<file path="config.mk">
export PLATFORM = sky130hd
export DESIGN_NAME = sexpr_token_scanner_top
export DESIGN_NICKNAME = d
export VERILOG_FILES = /design/src/sts_pkg.sv /design/src/sts_front.sv /design/src/sts_queue.sv /design/src/sts_back.sv /design/src/sexpr_token_scanner_top.sv
export SDC_FILE = /design/constraint.sdc
export NUM_CORES = 1
export LEC_CHECK = 0
export ABC_AREA = 1
export BUFFER_PORTS_ARGS = -buffer_cell sky130_fd_sc_hd__clkbuf_2
export CORE_ASPECT_RATIO = 0.75
export CORE_MARGIN = 2
export CORE_UTILIZATION = 37
export CTS_CLUSTER_SIZE = 8
export DETAILED_ROUTE_END_ITERATION = 10
export GPL_TIMING_DRIVEN = 1
export HOLD_SLACK_MARGIN = 0.12
export PLACE_DENSITY = 0.54
export SLEW_MARGIN = 20
export SYNTH_ARGS = -nofsm -noshare
export SYNTH_HDL_FRONTEND = slang
export SYNTH_SLANG_ARGS = --single-unit
export TNS_END_PERCENT = 50
</file>
<file path="constraint.sdc">
create_clock -name i_clk -period 6 [get_ports i_clk]
set_input_delay 0.6 -clock i_clk [delete_from_list [all_inputs] [get_ports i_clk]]
set_output_delay 0.6 -clock i_clk [all_outputs]
set_load 0.05 [all_outputs]
</file>
<file path="src/sts_pkg.sv">
// Shared types, character codes and helpers for the S-expression token scanner.
// Used by sts_front, sts_queue, sts_back and sexpr_token_scanner_top.
package sts_pkg;

    // Token kinds as they appear on the result channel.
    localparam logic [2:0] KIND_LITERAL = 3'd0;
    localparam logic [2:0] KIND_NUMERIC = 3'd1;
    localparam logic [2:0] KIND_OPEN    = 3'd2;
    localparam logic [2:0] KIND_CLOSE   = 3'd3;
    localparam logic [2:0] KIND_ERROR   = 3'd4;
    localparam logic [2:0] KIND_EOF     = 3'd5;

    // Character codes.
    localparam logic [7:0] CHAR_UPPER_A = 8'h41;
    localparam logic [7:0] CHAR_UPPER_Z = 8'h5A;
    localparam logic [7:0] CHAR_DIGIT_0 = 8'h30;
    localparam logic [7:0] CHAR_DIGIT_9 = 8'h39;
    localparam logic [7:0] CHAR_SPACE   = 8'h20;
    localparam logic [7:0] CHAR_CR      = 8'h0D;
    localparam logic [7:0] CHAR_LF      = 8'h0A;
    localparam logic [7:0] CHAR_STOP    = 8'hFF;
    localparam logic [7:0] CHAR_LPAREN  = 8'h28;
    localparam logic [7:0] CHAR_RPAREN  = 8'h29;

    localparam logic [30:0] VALUE_MAX   = 31'h7FFF_FFFF;
    localparam logic [7:0]  LENGTH_MAX  = 8'hFF;
    localparam int          QUEUE_DEPTH = 4;

    typedef struct packed {
        logic [7:0] character;
        logic       end_of_input;
    } t_in_item;

    typedef struct packed {
        logic [2:0]         token_kind;
        logic [7:0]         token_length;
        logic [30:0]        numeric_value;
        logic [31:0]        literal_total;
        logic [31:0]        numeric_total;
        logic signed [31:0] numeric_sum;
        logic [31:0]        open_total;
        logic [31:0]        close_total;
        logic               last;
    } t_out_item;

    // One queue entry: the finished pending token (if any) and the token
    // that follows it in the same step (parenthesis or eof, if any).
    typedef struct packed {
        logic        has_flush;
        logic [2:0]  flush_kind;
        logic [7:0]  flush_length;
        logic [30:0] flush_value;
        logic        has_tail;
        logic [2:0]  tail_kind;
    } t_cmd;

    function automatic logic [31:0] sat_inc(input logic [31:0] x);
        sat_inc = (x == 32'hFFFF_FFFF) ? x : x + 32'd1;
    endfunction

endpackage

</file>
<file path="src/sts_front.sv">
// Front part of the token scanner: classifies bytes and tracks the pending token.
// Depends on sts_pkg; writes one command per token-producing byte to sts_queue.
module sts_front (
    input  logic              i_clk,
    input  logic              i_rst_n,
    input  logic              i_accept,
    input  sts_pkg::t_in_item i_item,
    output logic              o_push,
    output sts_pkg::t_cmd     o_cmd
);

    logic [7:0]  r_len,       n_len;
    logic [30:0] r_value,     n_value;
    logic        r_could_lit, n_could_lit;
    logic        r_could_num, n_could_num;

    logic [7:0]  c;
    logic        eoi, is_sep, is_paren, is_digit, is_upper, pending;
    logic [7:0]  digit;
    logic [34:0] value_x10;

    always_comb begin
        c        = i_item.character;
        eoi      = i_item.end_of_input;
        is_sep   = (c == sts_pkg::CHAR_SPACE) || (c == sts_pkg::CHAR_CR) ||
                   (c == sts_pkg::CHAR_LF) || (c == sts_pkg::CHAR_STOP);
        is_paren = (c == sts_pkg::CHAR_LPAREN) || (c == sts_pkg::CHAR_RPAREN);
        is_digit = (c >= sts_pkg::CHAR_DIGIT_0) && (c <= sts_pkg::CHAR_DIGIT_9);
        is_upper = (c >= sts_pkg::CHAR_UPPER_A) && (c <= sts_pkg::CHAR_UPPER_Z);
        pending  = (r_len != 8'd0);
        digit    = c - sts_pkg::CHAR_DIGIT_0;
        value_x10 = ({4'b0, r_value} << 3) + ({4'b0, r_value} << 1) + {27'b0, digit};

        // Command for the back part.
        o_cmd.has_flush    = pending && (eoi || is_sep || is_paren);
        o_cmd.flush_length = r_len;
        if (r_could_lit) begin
            o_cmd.flush_kind  = sts_pkg::KIND_LITERAL;
            o_cmd.flush_value = '0;
        end else if (r_could_num) begin
            o_cmd.flush_kind  = sts_pkg::KIND_NUMERIC;
            o_cmd.flush_value = r_value;
        end else begin
            o_cmd.flush_kind  = sts_pkg::KIND_ERROR;
            o_cmd.flush_value = '0;
        end
        o_cmd.has_tail = eoi || (!is_sep && is_paren);
        if (eoi) begin
            o_cmd.tail_kind = sts_pkg::KIND_EOF;
        end else if (c == sts_pkg::CHAR_LPAREN) begin
            o_cmd.tail_kind = sts_pkg::KIND_OPEN;
        end else begin
            o_cmd.tail_kind = sts_pkg::KIND_CLOSE;
        end
        o_push = i_accept && (o_cmd.has_flush || o_cmd.has_tail);

        // Pending token update.
        n_len       = r_len;
        n_value     = r_value;
        n_could_lit = r_could_lit;
        n_could_num = r_could_num;
        if (i_accept) begin
            if (eoi || is_sep || is_paren) begin
                n_len       = '0;
                n_value     = '0;
                n_could_lit = 1'b0;
                n_could_num = 1'b0;
            end else begin
                if (!pending) begin
                    n_could_lit = is_upper;
                    n_could_num = is_digit;
                end else begin
                    n_could_lit = r_could_lit && (is_upper || is_digit);
                    n_could_num = r_could_num && is_digit;
                end
                if (is_digit) begin
                    n_value = (value_x10 > {4'b0, sts_pkg::VALUE_MAX}) ?
                              sts_pkg::VALUE_MAX : value_x10[30:0];
                end
                if (r_len != sts_pkg::LENGTH_MAX) begin
                    n_len = r_len + 8'd1;
                end
            end
        end
    end

    always_ff @(posedge i_clk) begin
        if (!i_rst_n) begin
            r_len       <= '0;
            r_value     <= '0;
            r_could_lit <= 1'b0;
            r_could_num <= 1'b0;
        end else begin
            r_len       <= n_len;
            r_value     <= n_value;
            r_could_lit <= n_could_lit;
            r_could_num <= n_could_num;
        end
    end

endmodule

</file>
<file path="src/sts_queue.sv">
// Short command queue between the front and back parts of the token scanner.
// Depends on sts_pkg for the command type.
module sts_queue #(
    parameter int DEPTH = sts_pkg::QUEUE_DEPTH
) (
    input  logic          i_clk,
    input  logic          i_rst_n,
    input  logic          i_push,
    input  sts_pkg::t_cmd i_cmd,
    input  logic          i_pop,
    output logic          o_full,
    output logic          o_valid,
    output sts_pkg::t_cmd o_cmd
);

    localparam int PW = (DEPTH > 1) ? $clog2(DEPTH) : 1;
    localparam int CW = $clog2(DEPTH + 1);

    sts_pkg::t_cmd r_mem [DEPTH];
    logic [PW-1:0] r_wr_ptr, n_wr_ptr;
    logic [PW-1:0] r_rd_ptr, n_rd_ptr;
    logic [CW-1:0] r_count,  n_count;

    always_comb begin
        o_full  = (r_count == CW'(DEPTH));
        o_valid = (r_count != '0);
        o_cmd   = r_mem[r_rd_ptr];

        n_wr_ptr = r_wr_ptr;
        n_rd_ptr = r_rd_ptr;
        n_count  = r_count;
        if (i_push) begin
            n_wr_ptr = (r_wr_ptr == PW'(DEPTH - 1)) ? '0 : r_wr_ptr + PW'(1);
        end
        if (i_pop) begin
            n_rd_ptr = (r_rd_ptr == PW'(DEPTH - 1)) ? '0 : r_rd_ptr + PW'(1);
        end
        if (i_push && !i_pop) begin
            n_count = r_count + CW'(1);
        end else if (!i_push && i_pop) begin
            n_count = r_count - CW'(1);
        end
    end

    always_ff @(posedge i_clk) begin
        if (i_push) begin
            r_mem[r_wr_ptr] <= i_cmd;
        end
    end

    always_ff @(posedge i_clk) begin
        if (!i_rst_n) begin
            r_wr_ptr <= '0;
            r_rd_ptr <= '0;
            r_count  <= '0;
        end else begin
            r_wr_ptr <= n_wr_ptr;
            r_rd_ptr <= n_rd_ptr;
            r_count  <= n_count;
        end
    end

endmodule

</file>
<file path="src/sts_back.sv">
// Back part of the token scanner: emits tokens, keeps running totals.
// Depends on sts_pkg; reads commands from sts_queue, drives the result register.
module sts_back (
    input  logic               i_clk,
    input  logic               i_rst_n,
    input  logic               i_cmd_valid,
    input  sts_pkg::t_cmd      i_cmd,
    output logic               o_pop,
    output logic               o_out_valid,
    input  logic               i_out_stall,
    output sts_pkg::t_out_item o_result
);

    logic               r_phase, n_phase;
    logic               r_out_valid, n_out_valid;
    sts_pkg::t_out_item r_result, n_result;
    logic [31:0]        r_lit, n_lit;
    logic [31:0]        r_num, n_num;
    logic signed [31:0] r_sum, n_sum;
    logic [31:0]        r_open, n_open;
    logic [31:0]        r_close, n_close;

    logic        advance, on_flush, last;
    logic [2:0]  kind;
    logic [7:0]  len;
    logic [30:0] val;

    always_comb begin
        advance  = i_cmd_valid && (!r_out_valid || !i_out_stall);
        on_flush = i_cmd.has_flush && !r_phase;
        last     = !(on_flush && i_cmd.has_tail);
        o_pop    = advance && last;

        if (on_flush) begin
            kind = i_cmd.flush_kind;
            len  = i_cmd.flush_length;
            val  = i_cmd.flush_value;
        end else begin
            kind = i_cmd.tail_kind;
            len  = (i_cmd.tail_kind == sts_pkg::KIND_EOF) ? 8'd0 : 8'd1;
            val  = '0;
        end

        n_phase     = r_phase;
        n_out_valid = r_out_valid && i_out_stall;
        n_result    = r_result;
        n_lit       = r_lit;
        n_num       = r_num;
        n_sum       = r_sum;
        n_open      = r_open;
        n_close     = r_close;

        if (advance) begin
            n_phase     = !last;
            n_out_valid = 1'b1;
            // Totals on a result include its own token.
            unique case (kind)
                sts_pkg::KIND_LITERAL: n_lit   = sts_pkg::sat_inc(r_lit);
                sts_pkg::KIND_NUMERIC: begin
                    n_num = sts_pkg::sat_inc(r_num);
                    n_sum = r_sum + $signed({1'b0, val});
                end
                sts_pkg::KIND_OPEN:    n_open  = sts_pkg::sat_inc(r_open);
                sts_pkg::KIND_CLOSE:   n_close = sts_pkg::sat_inc(r_close);
                default: ;
            endcase
            n_result.token_kind    = kind;
            n_result.token_length  = len;
            n_result.numeric_value = val;
            n_result.literal_total = n_lit;
            n_result.numeric_total = n_num;
            n_result.numeric_sum   = n_sum;
            n_result.open_total    = n_open;
            n_result.close_total   = n_close;
            n_result.last          = last;
            // Eof carries the old totals, then clear them.
            if (kind == sts_pkg::KIND_EOF) begin
                n_lit   = '0;
                n_num   = '0;
                n_sum   = '0;
                n_open  = '0;
                n_close = '0;
            end
        end

        o_out_valid = r_out_valid;
        o_result    = r_result;
    end

    always_ff @(posedge i_clk) begin
        r_result <= n_result;
    end

    always_ff @(posedge i_clk) begin
        if (!i_rst_n) begin
            r_phase     <= 1'b0;
            r_out_valid <= 1'b0;
            r_lit       <= '0;
            r_num       <= '0;
            r_sum       <= '0;
            r_open      <= '0;
            r_close     <= '0;
        end else begin
            r_phase     <= n_phase;
            r_out_valid <= n_out_valid;
            r_lit       <= n_lit;
            r_num       <= n_num;
            r_sum       <= n_sum;
            r_open      <= n_open;
            r_close     <= n_close;
        end
    end

endmodule

</file>
<file path="src/sexpr_token_scanner_top.sv">
// Top level of the S-expression token scanner; instantiates sts_front, sts_queue, sts_back.
// Depends on sts_pkg for item types, token kinds and the queue depth default.
// Path: a byte's command is queued, then sts_back registers its first result.
// Throughput: one byte per cycle while the queue is not full; the single result port
//   emits one token per cycle unless stalled (queue absorbs a byte giving two tokens).
// Reset (synchronous, active low) clears the pending token, all totals, queue and output.
module sexpr_token_scanner_top #(
    parameter int QUEUE_DEPTH = sts_pkg::QUEUE_DEPTH
) (
    input  logic               i_clk,
    input  logic               i_rst_n,
    // Byte channel
    input  logic               i_in_valid,
    output logic               o_in_stall,
    input  sts_pkg::t_in_item  i_in_item,
    // Token channel
    output logic               o_out_valid,
    input  logic               i_out_stall,
    output sts_pkg::t_out_item o_out_result
);

    logic          in_accept;
    logic          push;
    sts_pkg::t_cmd front_cmd;
    logic          queue_full;
    logic          queue_valid;
    sts_pkg::t_cmd queue_cmd;
    logic          pop;

    // Stall only when the queue has no room; the front never waits on results.
    assign o_in_stall = queue_full;
    assign in_accept  = i_in_valid && !queue_full;

    // Classify each byte and finish tokens.
    sts_front u_front (
        .i_clk    (i_clk),
        .i_rst_n  (i_rst_n),
        .i_accept (in_accept),
        .i_item   (i_in_item),
        .o_push   (push),
        .o_cmd    (front_cmd)
    );

    // Decouple byte intake from result transfer.
    sts_queue #(
        .DEPTH (QUEUE_DEPTH)
    ) u_queue (
        .i_clk   (i_clk),
        .i_rst_n (i_rst_n),
        .i_push  (push),
        .i_cmd   (front_cmd),
        .i_pop   (pop),
        .o_full  (queue_full),
        .o_valid (queue_valid),
        .o_cmd   (queue_cmd)
    );

    // Emit tokens one per transfer, updating the running totals.
    sts_back u_back (
        .i_clk       (i_clk),
        .i_rst_n     (i_rst_n),
        .i_cmd_valid (queue_valid),
        .i_cmd       (queue_cmd),
        .o_pop       (pop),
        .o_out_valid (o_out_valid),
        .i_out_stall (i_out_stall),
        .o_result    (o_out_result)
    );

endmodule

</file>
==> results of run 1 <==
-- state kept, by name, indices dropped and copies added (netlist names), 2 cells and up, named ones only --
register and cells:
u_back.r_lit 32, u_front.r_len 8, u_back.r_open 32, u_back.o_result 203, u_queue.r_rd_ptr 2, u_front.r_value 31
u_queue.r_wr_ptr 2, u_back.r_num 32, u_back.r_sum 32, u_queue.r_count 3, u_back.r_close 32, u_queue.r_mem 184
-- kinds of logic (layout without fill, tap and decap cells) --
group           Yosys count  count (layout)
xor+xnor                149             149
simple gates           1946            1946
fa+ha+maj               113             113
buf+inv                 546             797
flops                   599             599
compound gates          600             600
-- power breakdown --
group          internal (mW)  switching [mW]
clock network           2.79            1.86
logic                   2.32            7.25
registers               6.14           0.889
total                   11.2            10.0
-- path summary, 6_finish.rpt --
check,startpoint,to,slack [ns],depth (start not counted)
worst min register to register,u_back.r_close[9],u_back.r_close[9],0.48,2
worst max register to register,flop,u_back.o_result[95],1.46,20
worst min-delay path,i_in_item[0],u_queue.r_mem[1][2],0.21,1
worst max-delay path,flop,u_back.o_result[95],1.46,20
-- worst register-to-register path: stages, from the launching register on --
cell and delay, ns:
dfxtp_2 0.87, inv_2 0.23, nor2_1 0.18, o21ai_2 0.07
nand2_2 0.09, nand2_4 0.35, a21oi_1 0.38, ha_1 0.26
fa_1 0.23, nand2_1 0.06, nand2_1 0.06, o21ai_0 0.20
o21ai_0 0.54, nand2_1 0.11, nand2_1 0.15, nand2_1 0.11
nand2_1 0.08, nand2_1 0.05, nand2_1 0.06, nand2_1 0.05
and2_1 0.15
-- stage by stage --
step | power [mW] | instance area (µm²) | setup slack [ns] | util (%) | cells
floorplan | 14.2 | 32200 | 0.710 | - | 3953
global placement | 16.7 | 34300 | 1.55 | 39.9 | 5186
detailed placement | 16.8 | 34300 | 1.45 | 39.9 | 5186
CTS | 21.5 | 36900 | 1.47 | 42.9 | 5344
global route | 22.6 | 36900 | 0.870 | 42.9 | 5344
finish | 21.2 | 36900 | 1.46 | 42.9 | 5344
-- cells in the mapped netlist, types with 17 or more instances --
master	count	area share, %
a21oi_1	315	4.9
a21oi_2	17	0.46
and2_1	23	0.45
buf_2	42	0.65
clkbuf_1	79	0.92
dfxtp_1	212	13
edfxtp_1	387	36
ha_1	105	4.1
inv_1	374	4.4
nand2_1	994	12
nand3_1	266	4.1
nand4_1	25	0.49
nor2_1	494	5.8
nor3_1	88	1.4
o21ai_0	188	2.9
or2_2	19	0.37
xnor2_1	45	1.2
xor2_1	104	2.8
-- metal layers --
layer | global-route usage [%] | share of wire [%] | wire length [µm] | up-vias
li1 | - | - | - | 13400
met4 | 4.49 | 1.7 | 1610 | 0
met2 | 31.1 | 42 | 40400 | 666
met5 | 0 | 0 | 0 | -
met1 | 31.7 | 50 | 47800 | 12500
met3 | 3.48 | 5.6 | 5330 | 117
-- cell type report --
| cell class | count | area share (%) |
|---|---|---|
| clock buffers | 153 | 6.64 |
| clock inverters | 5 | 0.316 |
| inverters | 389 | 3.99 |
| multi-input cells | 2808 | 38.4 |
| flip-flops and latches | 599 | 43.1 |
| well taps | 1140 | 3.87 |
| repair buffers | 250 | 3.69 |
==> flow_metrics.env, run 1 <==
export IMPL_cts_sinks=599
export IMPL_core_area_um2=86000
export IMPL_numCtsBuffers=85
export IMPL_fill_cells=8635
export IMPL_cts_path_max_buffers=3
export IMPL_grt_max_degree=128
export IMPL_cts_setup_buffers=0
export IMPL_synth_cell_type_count=48
export IMPL_cp_arrival_ns=4.94
export IMPL_area_delta_synth_final_pct=14.5
export IMPL_drc=0
export IMPL_initial_core_util_pct=37.4
export IMPL_synth_top_family_by_area="simple AND/OR/NAND/NOR gates"
export IMPL_synth_compound_area_share_pct=10.1
export IMPL_maxCapViolCount=0
export IMPL_gp_congestion=0.965
export IMPL_routed_via_count=26800
export IMPL_synth_async_reset_ratio_pct=0
export IMPL_cts_resized=0
export IMPL_synth_area_um2=32200
export IMPL_drt_pass1_iter_count=6
export IMPL_post_route_period_util_pct=75.7
export IMPL_row_count=93
export IMPL_critPathTopFamily="simple AND/OR/NAND/NOR gates"
export IMPL_syn_nets=4079
export IMPL_setup_viol=0
export IMPL_ctsRootBufferMaster="clkbuf_16"
export IMPL_post_dp_hpwl_um=67300
export IMPL_peakVddDrop_mv=0.431
export IMPL_wl_um=95100
export IMPL_cts_tree="yes"
export IMPL_p_leak_nw=15.0
export IMPL_critPathMaxFanout=43
export IMPL_yosys_warnings=0
export IMPL_ys_flop_type="edfxtp_1"
export IMPL_slew_headroom_pct=26.5
export IMPL_rsz0062_at_grt="no"
export IMPL_max_clock_freq_mhz=220
export IMPL_grt_overflow=0
export IMPL_worst_pin_slew_ns=1.10
export IMPL_antenna_found_initial=1
export IMPL_cp_common_cell="nand2_1"
export IMPL_seqCellArea_um2=15900
export IMPL_setup_tns_ns=0
export IMPL_slowest_stage="dfxtp_2"
export IMPL_final_cell_mix="nand2_1 (992), nor2_1 (488), edfxtp_1 (387), inv_1 (372), a21oi_1 (315)"
export IMPL_clk_pin_slew_ns=0.05
export IMPL_grt_pass1_wl_um=147000
export IMPL_path_class="flop to flop"
export IMPL_io_buffers=217
export IMPL_hold_viol=0
export IMPL_fin_skew_ns=0.0317
export IMPL_drive_above_1_share_pct=10.0
export IMPL_power_density_nw_per_um2=576
export IMPL_nNetsFinal=4259
export IMPL_first_iter_violations=2012
export IMPL_hold_class="input port to flop"
export IMPL_cts_hold_fix_buffers=0
export IMPL_status="completed"
export IMPL_crit_chain="inv_2, nor2_1, o21ai_2, nand2_2, nand2_4, a21oi_1, ha_1, fa_1, nand2_1, nand2_1, o21ai_0, o21ai_0, nand2_1, nand2_1, nand2_1, nand2_1, nand2_1, nand2_1, nand2_1, and2_1"
export IMPL_synth_seq_cells=599
export IMPL_synth_edf_count=387
export IMPL_antenna_left=0
export IMPL_diodes=0
export IMPL_wl_per_cell_um=17.8
export IMPL_track_usage_pct=20.9
export IMPL_synth_fa_ha_area_share_pct=4.58
export IMPL_path_buf_inv=1
export IMPL_synth_xor_area_share_pct=4.05
export IMPL_cts_htree_levels=3
export IMPL_required_ns=6.40
export IMPL_grt_pass1_vias=25100
export IMPL_ys_seq_area_share_pct=49.3
export IMPL_avgSynthCellArea_um2=8.14
export IMPL_die_w_um=345
export IMPL_yosys_area_share_simple_pct=25.1
export IMPL_avgViaCountPerCell=5.01
export IMPL_clock_latency_ns=0.64
export IMPL_max_stage_delay_ns=0.87
export IMPL_multi_input_area_um2=14200
export IMPL_io_pins=218
export IMPL_post_route_min_period_ns=4.54
export IMPL_fp_dieH_um=259
export IMPL_die_area_um2=89400
export IMPL_worstSetupStartpointType="flop"
export IMPL_fin_hold_ws_ns=0.210
export IMPL_netlist_instances=3953
export IMPL_slew_viol_final=0
export IMPL_final_common_cell="nand2_1"
export IMPL_worstSetupEndpointType="flop"
export IMPL_synthMuxAreaShare_pct=0
(Power assumes the default switching activity.)
==> inputs of run 2 (changes only) <==
- ABC_AREA: 1 -> 0
- PLACE_DENSITY: 0.54 -> 0.53
- clock period: 6 -> 4.2 ns (I/O delays scaled with it)
==> run 2 against run 1 <==
Effect of this change: worst hold slack better by 0.060 ns; clock skew grew 0.0013 ns; setup slack got worse by 1.3 ns; non-clock buffer count increased by 87; sequential power rose by 18%; area after synthesis down 12%; via count down 24%; critical path depth fell by 5; cell area fell by 8.3%; core utilization rose by 2.0 points; global-route usage decreased by 1.4 points; first-iteration DRC count shrank 23%.
==> flow_metrics.env, run 2 <==
export IMPL_clock_latency_ns=0.65
export IMPL_worst_slack_ns=0.177
export IMPL_status="completed"
export IMPL_first_iter_violations=1556
export IMPL_synth_edf_count=387
export IMPL_syn_nets=2559
export IMPL_final_common_cell="edfxtp_1"
export IMPL_slew_viol_final=0
export IMPL_avgViaCountPerCell=5.33
export IMPL_slew_headroom_pct=29.4
export IMPL_worst_pin_slew_ns=1.06
export IMPL_synth_async_reset_ratio_pct=0
export IMPL_cts_htree_levels=3
export IMPL_grt_pass1_wl_um=118000
export IMPL_initial_core_util_pct=37.4
export IMPL_slowest_stage="mux4_2"
export IMPL_critPathMaxFanout=4
export IMPL_io_pins=218
export IMPL_cp_arrival_ns=4.41
export IMPL_pre_cts_ws_ns=-0.132
export IMPL_gp_congestion=0.847
export IMPL_row_count=87
export IMPL_numCtsBuffers=85
export IMPL_critPathTopFamily="compound AO/OA/AOI/OAI gates"
export IMPL_final_cell_mix="edfxtp_1 (387), clkbuf_2 (217), dfxtp_1 (210), nand2_1 (203), nor2_1 (166)"
export IMPL_synth_cell_type_count=79
export IMPL_dp_cells=3673
export IMPL_antenna_found_initial=6
export IMPL_synth_common_cells="edfxtp_1 (387), dfxtp_1 (212), nand2_1 (208)"
export IMPL_cts_path_max_buffers=3
export IMPL_crit_chain="mux4_2, nand2b_4, nor2b_1, ha_1, fa_1, a21oi_2, o21ai_0, o2111a_1, o21ai_2, o31ai_1, a221oi_2, o21ai_1, buf_4, xor2_1, mux2_2"
export IMPL_path_class="flop to flop"
export IMPL_track_usage_pct=19.5
export IMPL_whs_path_depth=2
export IMPL_post_route_period_util_pct=95.8
export IMPL_worstSetupStartpointType="flop"
export IMPL_worstHoldStart="i_rst_n"
export IMPL_ff2ff_setup_slack_ns=0.18
export IMPL_fill_cells=6932
export IMPL_yosys_warnings=0
export IMPL_fin_cells=3834
export IMPL_avgSynthCellArea_um2=11.6
export IMPL_cts_tree="yes"
export IMPL_yosys_area_top_type="edfxtp_1"
export IMPL_largest_reg_flops=203
export IMPL_maxCapViolCount=0
export IMPL_yosys_top_cells_area="edfxtp_1 (41%), dfxtp_1 (15%), ha_1 (4.7%)"
export IMPL_min_to="u_back.r_close[8]"
export IMPL_peakVddDrop_mv=0.421
export IMPL_hold_class="input port to flop"
export IMPL_drt_pass1_iter_count=5
export IMPL_io_buffers=217
export IMPL_wl_um=77100
export IMPL_r2r_end="u_back.o_result[93]"
export IMPL_ys_seq_area_share_pct=56.3
export IMPL_worstSetupEndpointType="flop"
export IMPL_synth_most_common_cell="edfxtp_1"
export IMPL_required_ns=4.58
export IMPL_max_stage_delay_ns=0.54
export IMPL_drc=0
export IMPL_core_area_um2=75300
export IMPL_grt_pass1_vias=20000
export IMPL_die_w_um=323
export IMPL_area_delta_synth_final_pct=19.9
export IMPL_netlist_instances=2433
export IMPL_rsz0062_at_grt="no"
export IMPL_post_dp_hpwl_um=53100
export IMPL_cts_sinks=599
export IMPL_antenna_left=0
export IMPL_ctsRootBufferMaster="clkbuf_16"
export IMPL_synth_seq_cells=599
export IMPL_synth_area_um2=28200
export IMPL_cts_setup_buffers=0
export IMPL_fp_dieH_um=243
export IMPL_power_total_mw=24.5
export IMPL_ys_flop_type="edfxtp_1"
export IMPL_routed_via_count=20500
export IMPL_synth_top_area_share_pct=41.2
export IMPL_wl_per_cell_um=20.1
export IMPL_nNetsFinal=2866
export IMPL_setup_viol=0
export IMPL_hold_viol=0
export IMPL_drive_above_1_share_pct=20.0
export IMPL_grt_max_degree=77
export IMPL_clk_pin_slew_ns=0.05
export IMPL_grt_overflow=0
export IMPL_path_buf_inv=1
export IMPL_fin_skew_ns=0.0330
export IMPL_power_density_nw_per_um2=725
export IMPL_die_area_um2=78400
export IMPL_post_route_min_period_ns=4.02
export IMPL_p_leak_nw=13.3
export IMPL_max_clock_freq_mhz=249
export IMPL_reg2reg_depth=15
run 2: cell types whose count changed after synthesis, moves of 49 or more:
cell	change
nor2_1	-324
nand2_1	-786
nand3_1	-218
inv_1	-324
xnor2_1	+61
a22oi_1	+49
a21oi_1	-180
run 2: layout make-up:
cell class | instances | area, µm² | area share [%]
Multi-Input combinational cell | 1665 | 11800 | 34.8
Clock inverter | 8 | 179 | 0.529
Clock buffer | 147 | 2370 | 7.01
Timing Repair Buffer | 337 | 2130 | 6.29
Tap cell | 1023 | 1280 | 3.79
Antenna cell | 3 | 7.51 | 0.0222
Inverter | 52 | 204 | 0.603
Sequential cell | 599 | 15900 | 46.9
run 2: worst max-delay path by stage:
| stage | slack [ns] | to | startpoint | cells past startpoint |
|---|---|---|---|---|
| after global placement | -0.03 | u_back.o_result[93] | flop | 15 |
| after floorplan | -0.73 | u_back.o_result[95] | flop | 16 |
| after CTS | 0.04 | u_back.o_result[94] | flop | 16 |
| after global routing | 0.001 | u_back.o_result[77] | flop | 16 |
| after detailed placement | -0.13 | u_back.o_result[95] | flop | 14 |
| final | 0.18 | u_back.o_result[93] | flop | 15 |
run 2: logic make-up after synthesis:
group                    after synthesis  synth area share [%]
multiplexers                          77                  4.91
flip-flops                           599                  56.3
AND/OR/NAND/NOR                      749                  13.5
buffers and inverters                169                  2.36
adder cells (fa/ha/maj)              113                  5.23
XOR/XNOR                             180                  5.59
AO/OA/AOI/OAI                        546                  12.1
run 2: what timing repair did:
| item | CTS | global route |
|---|---|---|
| endpoints found under the setup margin | 5 | 51 |
| hold endpoints to repair | 6 | 0 |
| resized for setup | 4 | 16 |
| pin swaps | 0 | 2 |
| hold buffers | 3 | 0 |
run 2: through the flow:
step | setup TNS [ns] | util, % | cell area [µm²] | hold slack (ns)
floorplan | -10.02 | - | 28200 | 0.415
global placement | -0.0619 | 41.4 | 31100 | 0.424
detailed placement | -0.645 | 41.4 | 31100 | 0.430
CTS | 0 | 44.8 | 33700 | 0.238
global route | 0 | 44.9 | 33800 | 0.261
finish | 0 | 44.9 | 33800 | 0.270
run 2: report_power, final:
group          switching [mW]  internal (mW)
registers               0.514           7.82
clock network            2.62           3.90
logic                    7.34           2.30
total                    10.5           14.0
run 2: per-layer routing:
metal | GRT usage, % | vias up | wire length, µm
met5 | 0 | - | 13
met4 | 6.17 | 2 | 1910
met3 | 3.38 | 127 | 3790
met2 | 29.3 | 557 | 34200
met1 | 28.6 | 10100 | 37100
li1 | - | 9667 | -
==> inputs of run 3 (changes only) <==
- ABC_AREA: 0 -> 1
- PLACE_DENSITY: 0.53 -> 0.52
==> run 3 against run 2 <==
Effect of this change: first-iteration DRC count increased by 36%; highest routed layer is now met4; final cell count increased by 40%; core utilization decreased by 1.6 points; worst hold slack got worse by 0.10 ns; critical endpoint is now u_back.r_sum[13]; largest power group unchanged.
==> flow_metrics.env, run 3 (same netlist as run 1, synthesis figures left out) <==
export IMPL_cts_htree_levels=3
export IMPL_fp_dieH_um=259
export IMPL_cts_resized=0
export IMPL_status="completed"
export IMPL_post_route_min_period_ns=3.83
export IMPL_p_leak_nw=15.1
export IMPL_io_buffers=217
export IMPL_fin_skew_ns=0.0238
export IMPL_peakVddDrop_mv=0.706
export IMPL_nNetsFinal=4282
export IMPL_post_dp_hpwl_um=66600
export IMPL_grt_overflow=0
export IMPL_path_class="flop to flop"
export IMPL_use_met2_pct=30.4
export IMPL_final_common_cell="nand2_1"
export IMPL_required_ns=4.74
export IMPL_critPathMaxFanout=31
export IMPL_initial_core_util_pct=37.4
export IMPL_worst_pin_slew_ns=1.07
export IMPL_die_area_um2=89400
export IMPL_cts_sinks=599
export IMPL_met3_usage_pct=3.71
export IMPL_drive_above_1_share_pct=11.0
export IMPL_cts_setup_buffers=0
export IMPL_wl_per_cell_um=17.8
export IMPL_grt_pass1_vias=24900
export IMPL_pre_cts_ws_ns=0.430
export IMPL_antenna_left=0
export IMPL_power_density_nw_per_um2=822
export IMPL_globalRouteMet1Util_pct=32.3
export IMPL_cp_arrival_ns=4.37
export IMPL_drt_pass1_iter_count=5
export IMPL_slew_viol_final=0
export IMPL_hold_class="input port to flop"
export IMPL_routed_via_count=26500
export IMPL_wl_um=95400
export IMPL_area_delta_synth_final_pct=15.5
export IMPL_first_iter_violations=2122
export IMPL_cts_tree="yes"
export IMPL_die_w_um=345
export IMPL_grt_busiest_layer="met1"
export IMPL_final_util_pct=43.2
export IMPL_grt_max_degree=161
export IMPL_worstSetupEndpointType="flop"
export IMPL_gp_congestion=0.952
export IMPL_io_pins=218
export IMPL_maxCapViolCount=0
export IMPL_core_area_um2=86000
export IMPL_ctsRootBufferMaster="clkbuf_16"
export IMPL_hold_viol=0
export IMPL_numCtsBuffers=85
export IMPL_clock_latency_ns=0.63
export IMPL_antenna_found_initial=0
export IMPL_avgViaCountPerCell=4.95
export IMPL_row_count=93
export IMPL_setup_viol=0
export IMPL_final_cell_mix="nand2_1 (991), nor2_1 (487), edfxtp_1 (387), inv_1 (368), a21oi_1 (315)"
export IMPL_max_clock_freq_mhz=261
export IMPL_slew_headroom_pct=28.5
export IMPL_worst_slack_ns=0.371
export IMPL_largest_reg_flops=203
export IMPL_diodes=0
export IMPL_rsz0062_at_grt="no"
export IMPL_worstSetupStartpointType="flop"
export IMPL_drc=0
export IMPL_post_route_period_util_pct=91.2
export IMPL_clk_pin_slew_ns=0.05
export IMPL_grt_pass1_wl_um=147000
export IMPL_cts_path_max_buffers=3
export IMPL_setup_tns_ns=0
export IMPL_cts_hold_fix_buffers=1
export IMPL_track_usage_pct=21.0
## run 3: cell count changes in the layout (fill, tap and decap cells not counted), moves of 40 or more
| cell | delta |
|---|---|
| mux4_2 | -46 |
| nor2_1 | +321 |
| a22oi_1 | -57 |
| and3_1 | -40 |
| nand3_1 | +217 |
| nor3_1 | +47 |
| nand2_1 | +788 |
| inv_1 | +319 |
| nor2b_1 | -45 |
| buf_4 | -64 |
| xnor2_1 | -61 |
| a21oi_1 | +184 |
## run 3: through the flow
step	area, µm²	power, mW	std cells	hold slack, ns
6_report	37200	30.6	5363	0.168
5_1_grt	37200	32.6	5363	0.169
4_1_cts	37200	30.9	5363	0.132
3_5_place_dp	34700	24.2	5208	0.468
3_3_place_gp	34700	24.2	5208	0.466
2_1_floorplan	32300	20.4	3953	0.453
## run 3: worst paths after layout
check                   startpoint                 end  slack, ns  cells past startpoint
setup / recovery              flop    u_back.r_sum[13]       0.37                     20
hold / removal         i_out_stall  u_back.o_out_valid       0.17                      5
setup reg to reg              flop    u_back.r_sum[13]       0.37                     20
hold reg to reg   u_back.r_sum[31]    u_back.r_sum[31]       0.48                      2
## run 3: final cells by class
type,instances,area (µm²)
flip-flops and latches,599,15900
multi-input cells,2808,14200
clock buffers,150,2450
well taps,1140,1430
repair buffers,273,1670
fillers,8684,48800
inverters,389,1470
clock inverters,4,50.0
## run 3: power by group
group	leakage, nW	internal (mW)	switching (mW)
clock	1.19	3.92	2.61
sequential	5.55	8.76	1.19
combinational	8.38	3.55	10.5
## run 3: routing by layer
metal  routed length (µm)  share of wire (%)  up-vias
li1                     -                  -    13500
met1                48800                 51    12400
met2                39700                 42      580
met3                 5080                5.3      105
met4                 1800                1.9        0
met5                    0                  0        -
## run 3: critical path, cell delays in order (launching register included)
cell and delay [ns]:
dfxtp_2 0.46, inv_2 0.13, nand2_1 0.08, nand2_1 0.05
nand2_1 0.06, nand2_2 0.08, nand2_4 0.45, buf_4 0.28
a21oi_1 0.05, buf_4 0.17, ha_1 0.38, a21oi_1 0.11
o21ai_0 0.34, a21oi_1 0.15, nand2_1 0.20, nor2_1 0.06
o21ai_0 0.24, o21ai_0 0.13, inv_1 0.10, nand2_1 0.05
a21oi_1 0.16
